<file path="config.mk">
export PLATFORM = sky130hd
export DESIGN_NAME = pkhr_place
export DESIGN_NICKNAME = d
export VERILOG_FILES = /design/src/rtl/pad_and_keyboard_to_hid_report_defines.svh /design/src/rtl/pkhr_pkg.sv /design/src/rtl/pkhr_place.sv
export SDC_FILE = /design/constraint.sdc
export NUM_CORES = 1
export LEC_CHECK = 0
export BUFFER_PORTS_ARGS = -buffer_cell sky130_fd_sc_hd__buf_2
export CORE_MARGIN = 1.5
export CORE_UTILIZATION = 40
export DETAILED_ROUTE_END_ITERATION = 8
export SETUP_SLACK_MARGIN = 0.05
export SYNTH_ARGS = -nofsm -noshare
export SYNTH_HDL_FRONTEND = slang
export SYNTH_SLANG_ARGS = --single-unit
</file>
<file path="constraint.sdc">
create_clock -name vclk -period 11.7
set_clock_uncertainty 0.1 [all_clocks]
set_input_delay 2.34 -clock vclk [all_inputs]
set_output_delay 2.34 -clock vclk [all_outputs]
set_load 0.02 [all_outputs]
</file>
<file path="src/rtl/pad_and_keyboard_to_hid_report_defines.svh">
// Assertion macros for the poll-to-report converter.
`ifndef PAD_AND_KEYBOARD_TO_HID_REPORT_DEFINES_SVH
`define PAD_AND_KEYBOARD_TO_HID_REPORT_DEFINES_SVH
// Immediate implication checked at every clock edge outside reset.
`define PKH_ASSERT_IMP(label, clk, rst, lhs, rhs) \
   label: assert property (@(posedge clk) disable iff (rst) (lhs) |-> (rhs)) \
      else $error("assertion failed");
// Implication checked in the cycle after the condition.
`define PKH_ASSERT_NEXT(label, clk, rst, lhs, rhs) \
   label: assert property (@(posedge clk) disable iff (rst) (lhs) |=> (rhs)) \
      else $error("assertion failed");
`endif

</file>
<file path="src/rtl/pkhr_pkg.sv">
// ----------------------------------------------------------------------------
// pkhr_pkg
// Types, constants and lookup functions shared by the converter modules.
// ----------------------------------------------------------------------------
`timescale 1ns / 1ps
`default_nettype none
package pkhr_pkg;

   localparam int KEY_SLOTS = 6;
   localparam int SCAN_W = 4;

   typedef enum logic [1:0] {
      SRC_KBD_A = 2'd0,
      SRC_KBD_B = 2'd1,
      SRC_PAD_A = 2'd2,
      SRC_PAD_B = 2'd3
   } src_type;

   typedef struct packed {
      logic [15:0] pad_buttons;
      logic [7:0]  stick_y;
      logic [7:0]  stick_x;
      logic [7:0]  kbd_flags;
      logic [15:0] code_c;
      logic [15:0] code_b;
      logic [15:0] code_a;
      src_type     req_type;
   } req_type_s_type;

   typedef logic [KEY_SLOTS-1:0][7:0] slots_type;

   typedef struct packed {
      logic       caps_led;
      logic       clear_last;
      logic       report_changed;
      logic [5:0][7:0] keys;
      logic [7:0] modifiers;
   } rsp_type;

   // One key event: either a modifier bit or a usage code, or nothing.
   typedef struct packed {
      logic       is_mod;
      logic [7:0] mod_bit;
      logic [7:0] usage;
   } key_ev_type;

   function automatic logic [7:0] kb_a_mod_bit(input logic [7:0] code);
      logic [7:0] r;
      case (code)
         8'h56: r = 8'h01;
         8'h54: r = 8'h02;
         8'h57: r = 8'h04;
         8'h58: r = 8'h08;
         8'h55: r = 8'h20;
         8'h5a: r = 8'h80;
         default: r = 8'h00;
      endcase
      return r;
   endfunction

   function automatic logic [7:0] usage_mod_bit(input logic [7:0] u);
      logic [7:0] r;
      case (u)
         8'he0: r = 8'h01;
         8'he1: r = 8'h02;
         8'he2: r = 8'h04;
         8'he3: r = 8'h08;
         8'he5: r = 8'h20;
         8'he7: r = 8'h80;
         default: r = 8'h00;
      endcase
      return r;
   endfunction

   // Keyboard A codes in the range 3 up to 0x61.
   function automatic logic [7:0] kb_a_usage(input logic [7:0] code);
      logic [7:0] r;
      if (code >= 8'h10 && code < 8'h34) r = code - 8'h0c;
      else if (code >= 8'h40 && code < 8'h4c) r = code - 8'h06;
      else begin
         case (code)
            8'h06: r = 8'h4a; 8'h07: r = 8'h4d; 8'h08: r = 8'h4b;
            8'h09: r = 8'h4e; 8'h0a: r = 8'h47;
            8'h34: r = 8'h2d; 8'h35: r = 8'h2e; 8'h36: r = 8'h31;
            8'h37: r = 8'h55; 8'h38: r = 8'h2f; 8'h39: r = 8'h33;
            8'h3a: r = 8'h34; 8'h3b: r = 8'h30; 8'h3c: r = 8'h36;
            8'h3d: r = 8'h37; 8'h3e: r = 8'h38; 8'h3f: r = 8'h31;
            8'h4c: r = 8'h29; 8'h4d: r = 8'h49; 8'h4e: r = 8'h4c;
            8'h4f: r = 8'h35; 8'h50: r = 8'h2a; 8'h51: r = 8'h2b;
            8'h53: r = 8'h39; 8'h54: r = 8'he1; 8'h55: r = 8'he5;
            8'h56: r = 8'he0; 8'h57: r = 8'he2; 8'h58: r = 8'he3;
            8'h59: r = 8'h2c; 8'h5a: r = 8'he7; 8'h5b: r = 8'h65;
            8'h5c: r = 8'h50; 8'h5d: r = 8'h51; 8'h5e: r = 8'h52;
            8'h5f: r = 8'h4f; 8'h61: r = 8'h28;
            default: r = 8'h03;
         endcase
      end
      return r;
   endfunction

   function automatic key_ev_type kb_a_event(input logic [7:0] code);
      key_ev_type e;
      e.is_mod = 1'b0;
      e.mod_bit = 8'h00;
      e.usage = 8'h00;
      if (code >= 8'h03 && code < 8'h62) begin
         e.mod_bit = kb_a_mod_bit(code);
         e.is_mod = (e.mod_bit != 8'h00);
         if (!e.is_mod) e.usage = kb_a_usage(code);
      end
      return e;
   endfunction

   function automatic logic [7:0] kb_b_usage(input logic [15:0] code);
      logic [7:0] r;
      logic [7:0] hi;
      logic [7:0] lo;
      hi = code[15:8];
      lo = code[7:0];
      r = 8'h03;
      if (code == 16'h0000) r = 8'h00;
      else if (lo != 8'h00 && lo <= 8'h08 && hi >= 8'h02) begin
         case ({lo[3:0], hi})
            12'h102: r=8'h03; 12'h103: r=8'h03; 12'h104: r=8'h03; 12'h105: r=8'h1a;
            12'h106: r=8'h08; 12'h107: r=8'h15; 12'h108: r=8'h17; 12'h109: r=8'h1c;
            12'h10a: r=8'h3b; 12'h10b: r=8'h3a; 12'h10c: r=8'h14; 12'h10d: r=8'h2b;
            12'h10e: r=8'he1;
            12'h206: r=8'h2c; 12'h207: r=8'h38; 12'h208: r=8'h37; 12'h209: r=8'h36;
            12'h20a: r=8'h3f; 12'h20b: r=8'h40; 12'h20e: r=8'he7; 12'h210: r=8'he3;
            12'h302: r=8'h44; 12'h306: r=8'h34; 12'h307: r=8'h33; 12'h308: r=8'h0f;
            12'h309: r=8'h0e; 12'h30a: r=8'h41; 12'h30b: r=8'h42;
            12'h402: r=8'h52; 12'h405: r=8'h55; 12'h406: r=8'h13; 12'h407: r=8'h12;
            12'h408: r=8'h0c; 12'h409: r=8'h18; 12'h40a: r=8'h43; 12'h40c: r=8'h2f;
            12'h40d: r=8'h28; 12'h410: r=8'h31;
            12'h502: r=8'h50; 12'h503: r=8'h51; 12'h504: r=8'h4f; 12'h505: r=8'h1f;
            12'h506: r=8'h20; 12'h507: r=8'h21; 12'h508: r=8'h22; 12'h509: r=8'h23;
            12'h50a: r=8'h53; 12'h50b: r=8'h00; 12'h50c: r=8'h1e; 12'h50d: r=8'h35;
            12'h50f: r=8'h39; 12'h511: r=8'h31;
            12'h602: r=8'h4d; 12'h604: r=8'h30; 12'h605: r=8'h2d; 12'h606: r=8'h27;
            12'h607: r=8'h26; 12'h608: r=8'h25; 12'h609: r=8'h24; 12'h60b: r=8'h45;
            12'h60c: r=8'h2e; 12'h60d: r=8'h2a; 12'h60e: r=8'he5; 12'h610: r=8'h65;
            12'h702: r=8'h00; 12'h705: r=8'h07; 12'h706: r=8'h09; 12'h707: r=8'h0a;
            12'h708: r=8'h0b; 12'h709: r=8'h0d; 12'h70a: r=8'h3d; 12'h70b: r=8'h3e;
            12'h70c: r=8'h16; 12'h70d: r=8'h04; 12'h711: r=8'he0;
            12'h802: r=8'h00; 12'h805: r=8'h06; 12'h806: r=8'h19; 12'h807: r=8'h05;
            12'h808: r=8'h11; 12'h809: r=8'h10; 12'h80a: r=8'h29; 12'h80b: r=8'h3c;
            12'h80c: r=8'h1b; 12'h80d: r=8'h1d; 12'h810: r=8'he2;
            default: r = 8'h03;
         endcase
      end
      return r;
   endfunction

endpackage
`default_nettype wire

</file>
<file path="src/rtl/pkhr_place.sv">
// ----------------------------------------------------------------------------
// pkhr_place
// Places key events into report slots with deduplication.
// ----------------------------------------------------------------------------
`timescale 1ns / 1ps
`default_nettype none
module pkhr_place (
   input  wire pkhr_pkg::key_ev_type [pkhr_pkg::KEY_SLOTS:0] events,
   output pkhr_pkg::slots_type slots,
   output logic [7:0] mods,
   output logic changed
);
   localparam int N = pkhr_pkg::KEY_SLOTS;

   always_comb begin
      slots = '0;
      mods = '0;
      changed = 1'b0;
      for (int e = 0; e <= N; e++) begin
         logic dup;
         logic placed;
         dup = 1'b0;
         placed = 1'b0;
         if (events[e].is_mod) begin
            if ((mods & events[e].mod_bit) == 8'h00) begin
               mods = mods | events[e].mod_bit;
               changed = 1'b1;
            end
         end else if (events[e].usage > 8'h03) begin
            for (int i = 0; i < N; i++)
               if (slots[i] == events[e].usage) dup = 1'b1;
            if (dup) changed = 1'b1;
            else begin
               for (int i = 0; i < N; i++) begin
                  if (!placed && slots[i] == 8'h00) begin
                     slots[i] = events[e].usage;
                     placed = 1'b1;
                  end
               end
               if (placed) changed = 1'b1;
            end
         end
      end
   end
endmodule
`default_nettype wire

</file>
=== After elaboration in Yosys (flattened, before gate mapping) ===
Index checks and enable logic that the tools add are counted.

* Order comparisons: 7
* Eq/ne operators: 36
* Mux-type cells: 303
* Bitwise logic cells: 12
* Reduce and logical (&&, ||, !) cells: 103

{| class="wikitable"
|+ Operators with widths
! kind !! count
|-
| two-way mux 48 bit || 21
|-
| two-way mux 8 bit || 50
|-
| zero test 8 bit || 43
|-
| == test 8 bit || 36
|-
| two-way mux 1 bit || 232
|-
| > comparator 8 x 2 -> 1 bit (second input constant) || 7
|-
| AND 8 bit || 6
|-
| bitwise OR 8 bit || 6
|-
| logical AND 1 bit || 30
|-
| zero test 1 bit || 30
|}

* Register bits after elaboration: 0
* Bits of input ports: 119

=== Depth between registers and ports, before layout ===
* Depth after elaboration: 267
* Gate-level depth with buffers: 27

=== Least setup slack after synthesis ===
Ideal clock, no wire load.

* Kind: input port to output port
* Start point: input events[6] (netlist bit)
* End point: output slots[40] (netlist bit)
* Arrival: 8.325 ns
* Slack: 0.935 ns
* Stages: 24
* Path buffers: 5
* Cells stage by stage: buf_2 > or4_1 > buf_2 > or3_1 > and3_1 > buf_2 > or3_1 > buf_2 > or3b_4 > a32oi_4 > o22a_1 > o221ai_2 > o31ai_2 > nor2_2 > a21boi_1 > and2_1 > and2_1 > buf_2 > a2111o_1 > a2111oi_2 > a21oi_2 > o21bai_1 > nor3b_4 > a32o_1

{| class="wikitable"
|+ RTL lines
! item !! RTL line !! source
|-
| from (decl) || pkhr_place.sv:8 || <nowiki>input wire pkhr_pkg::key_ev_type [pkhr_pkg::KEY_SLOTS:0] events,</nowiki>
|-
| to (decl) || pkhr_place.sv:9 || <nowiki>output pkhr_pkg::slots_type slots,</nowiki>
|}

==> metrics <==
synthesized area per cell=about 6.4 um2; Port Buffers=176; Post-synth top cells=nand2_1 (159), nor2_1 (89), clkbuf_1 (65), xnor2_1 (62), a21oi_1 (57); register area share after synthesis=0%; final wirelength=36.7 mm; worst-margin pin slew=1110 ps; Crit path buffers/inverters=2; Seq cells=0; PD cells=between 50 and 60 nW/um2; Final Hold Viols=0; final worst slack=294 ps; die area=19800 um2; post-synthesis cell count=~1200; FF/Latch Area=0 um2; grt total ovfl=0; status=finished clean; WL/cell=between 20 and 25 um; fin crit period=11410 ps; final instance area=between 8000 and 9000 um2; fmax=0.0877 GHz; cell family with most CP delay=compound AO/OA/AOI/OAI gates; critical path data required time=9260 ps; Max Transition Viols Final=0; Antenna Cells=0; Row Count=50; Synth Cell Area=7570 um2; Slew headroom=about 25%; Synth Warn #=0; Fillers=1990; Worst Hold Endpoint=mods[6]; Final nets=~1400; initial core utilization=40.6%; Synth area leader=nand2_1; Max-cap violations=0; Core Region=18600 um2; pre-CTS setup slack=28.4 ps; WP data arrival=8970 ps; syn nets=1300; Hold Crit Start=events[116]; vias in the first global route=9894; DR pass1 iterations=6; die width=~140 um; Static Leak=3.80 nW; global-route wire length before repair=55.5 mm; Ports=176; CP peak stage delay=580 ps; Die Ht=between 100 and 150 um; Worst Setup Start Kind=primary input; Final Setup Violations=0; Worst Setup End Kind=output pin; crit path max-delay cell type=or4_1; worst path cell trace=buf_2 -> or4_1 -> o21ai_2 -> nor3_1 -> and4_1 -> o211ai_1 -> nor2_1 -> or3_4 -> o31ai_2 -> xnor2_1 -> a2111oi_4 -> a211oi_4 -> a222oi_1 -> xnor2_1 -> o211a_2 -> nor4_2 -> or3_1 -> a2111o_1 -> nand4b_4 -> a32o_1 -> buf_2; total power=477 uW; DRC Markers=0; most numerous cell in the Yosys netlist=nand2_1; vias per cell=between 6 and 7; HPWL after DPL=27.8 mm; RSZ-0062 raised after global routing=false; Yosys cell types=roughly 100; fin util=47.2%; CLK BUF=0; GPL Wtd Cong=1.01; initial antenna violation count=0; fin crit share=97.5%; DP Area=8620 um2; layout cells sized above 1=23.0%; largest fanout on the critical path=16; pin count of the biggest net entering global routing=32; hold buffers post-CTS=0; Setup Crit Path Kind=in2out; VDD IR max=around 0.031 mV; routed vias=10802; post-route antenna net violation count=0; hold depth=3; Min-Delay Path Class=in2out; post-route setup TNS=0 ps; Area Overhead vs Synth=16.4%; post-synth top area share=7.89%; Tot GR Track Use=35.1%; top cells by area, synth=nand2_1 (7.9%), xnor2_1 (7.2%), nor2_1 (4.4%); iteration-0 DRC count of the detailed router=1746
cells by family after synthesis:
logic type	count (synthesis)	synth area share, %
buffers and inverters	148	7.94
AOI/OAI and AO/OA	427	44.8
xor gates and xnor gates	72	8.33
muxes	28	3.85
and+or+nand+nor	506	35.1
worst min-delay path: stages:
cell and delay [ps]:
buf_2 120, a21o_1 110, buf_2 150
how the worst max path moves through the flow:
stage,cells past startpoint,from,slack (ps),end
after floorplan,24,events[6],930,slots[40]
after global placement,22,events[5],90,slots[47]
after detailed placement,22,events[5],30,slots[43]
after CTS,21,events[5],60,slots[43]
after global routing,22,events[38],80,slots[44]
final,21,events[38],290,slots[40]
power by group:
group	internal (mW)	total (mW)	switching, mW
clock	0	0	0
sequential	0	0	0
combinational	0.173	0.477	0.304
layer usage:
layer | track usage (%) | wire length [um] | vias up
met5 | 0 | 0 | -
met4 | 13.1 | 1520 | 0
met3 | 7.21 | 4760 | 133
met2 | 55.4 | 15600 | 805
met1 | 47.0 | 14900 | 4991
li1 | - | - | 4873
cells in the final DEF, fill, tap and decap left out, types with 13 or more instances in the layout:
| cell | Yosys | routed |
|---|---|---|
| a211oi_1 | 18 | 18 |
| a21boi_0 | 13 | 13 |
| a21o_1 | 27 | 27 |
| a21oi_1 | 57 | 57 |
| a22o_1 | 14 | 14 |
| a22oi_1 | 37 | 37 |
| a31oi_1 | 17 | 17 |
| a41o_1 | 13 | 13 |
| and3_1 | 15 | 15 |
| buf_2 | 12 | 176 |
| buf_4 | 2 | 46 |
| inv_1 | 49 | 49 |
| mux2i_1 | 19 | 19 |
| nand2_1 | 159 | 159 |
| nand2b_1 | 17 | 17 |
| nand3_1 | 50 | 50 |
| nand4_1 | 21 | 21 |
| nor2_1 | 89 | 89 |
| nor3_1 | 27 | 27 |
| nor4_1 | 23 | 23 |
| o211ai_1 | 14 | 14 |
| o21ai_0 | 37 | 37 |
| or3_1 | 26 | 24 |
| xnor2_1 | 62 | 62 |
repair_timing:
| action | in CTS | in global routing |
|---|---|---|
| endpoints found under the hold margin | 0 | 0 |
| endpoints found under the setup margin | 15 | 34 |
| setup buffers | 0 | 12 |
| pin swaps | 0 | 7 |
| gates resized for setup | 1 | 18 |
layout make-up:
cell class	count	area, um2	area share [%]
multi-input cells	1033	7070	80.2
repair buffers	222	1230	13.9
well taps	234	293	3.32
inverters	59	221	2.51
per-stage QoR:
stage	std cells	hold WS, ps
2_1_floorplan	1181	4770
3_3_place_gp	1536	4940
3_5_place_dp	1536	4950
4_1_cts	1536	4950
5_1_grt	1548	4970
6_report	1548	4960
No activity file was read; power rests on OpenSTA's default activity.
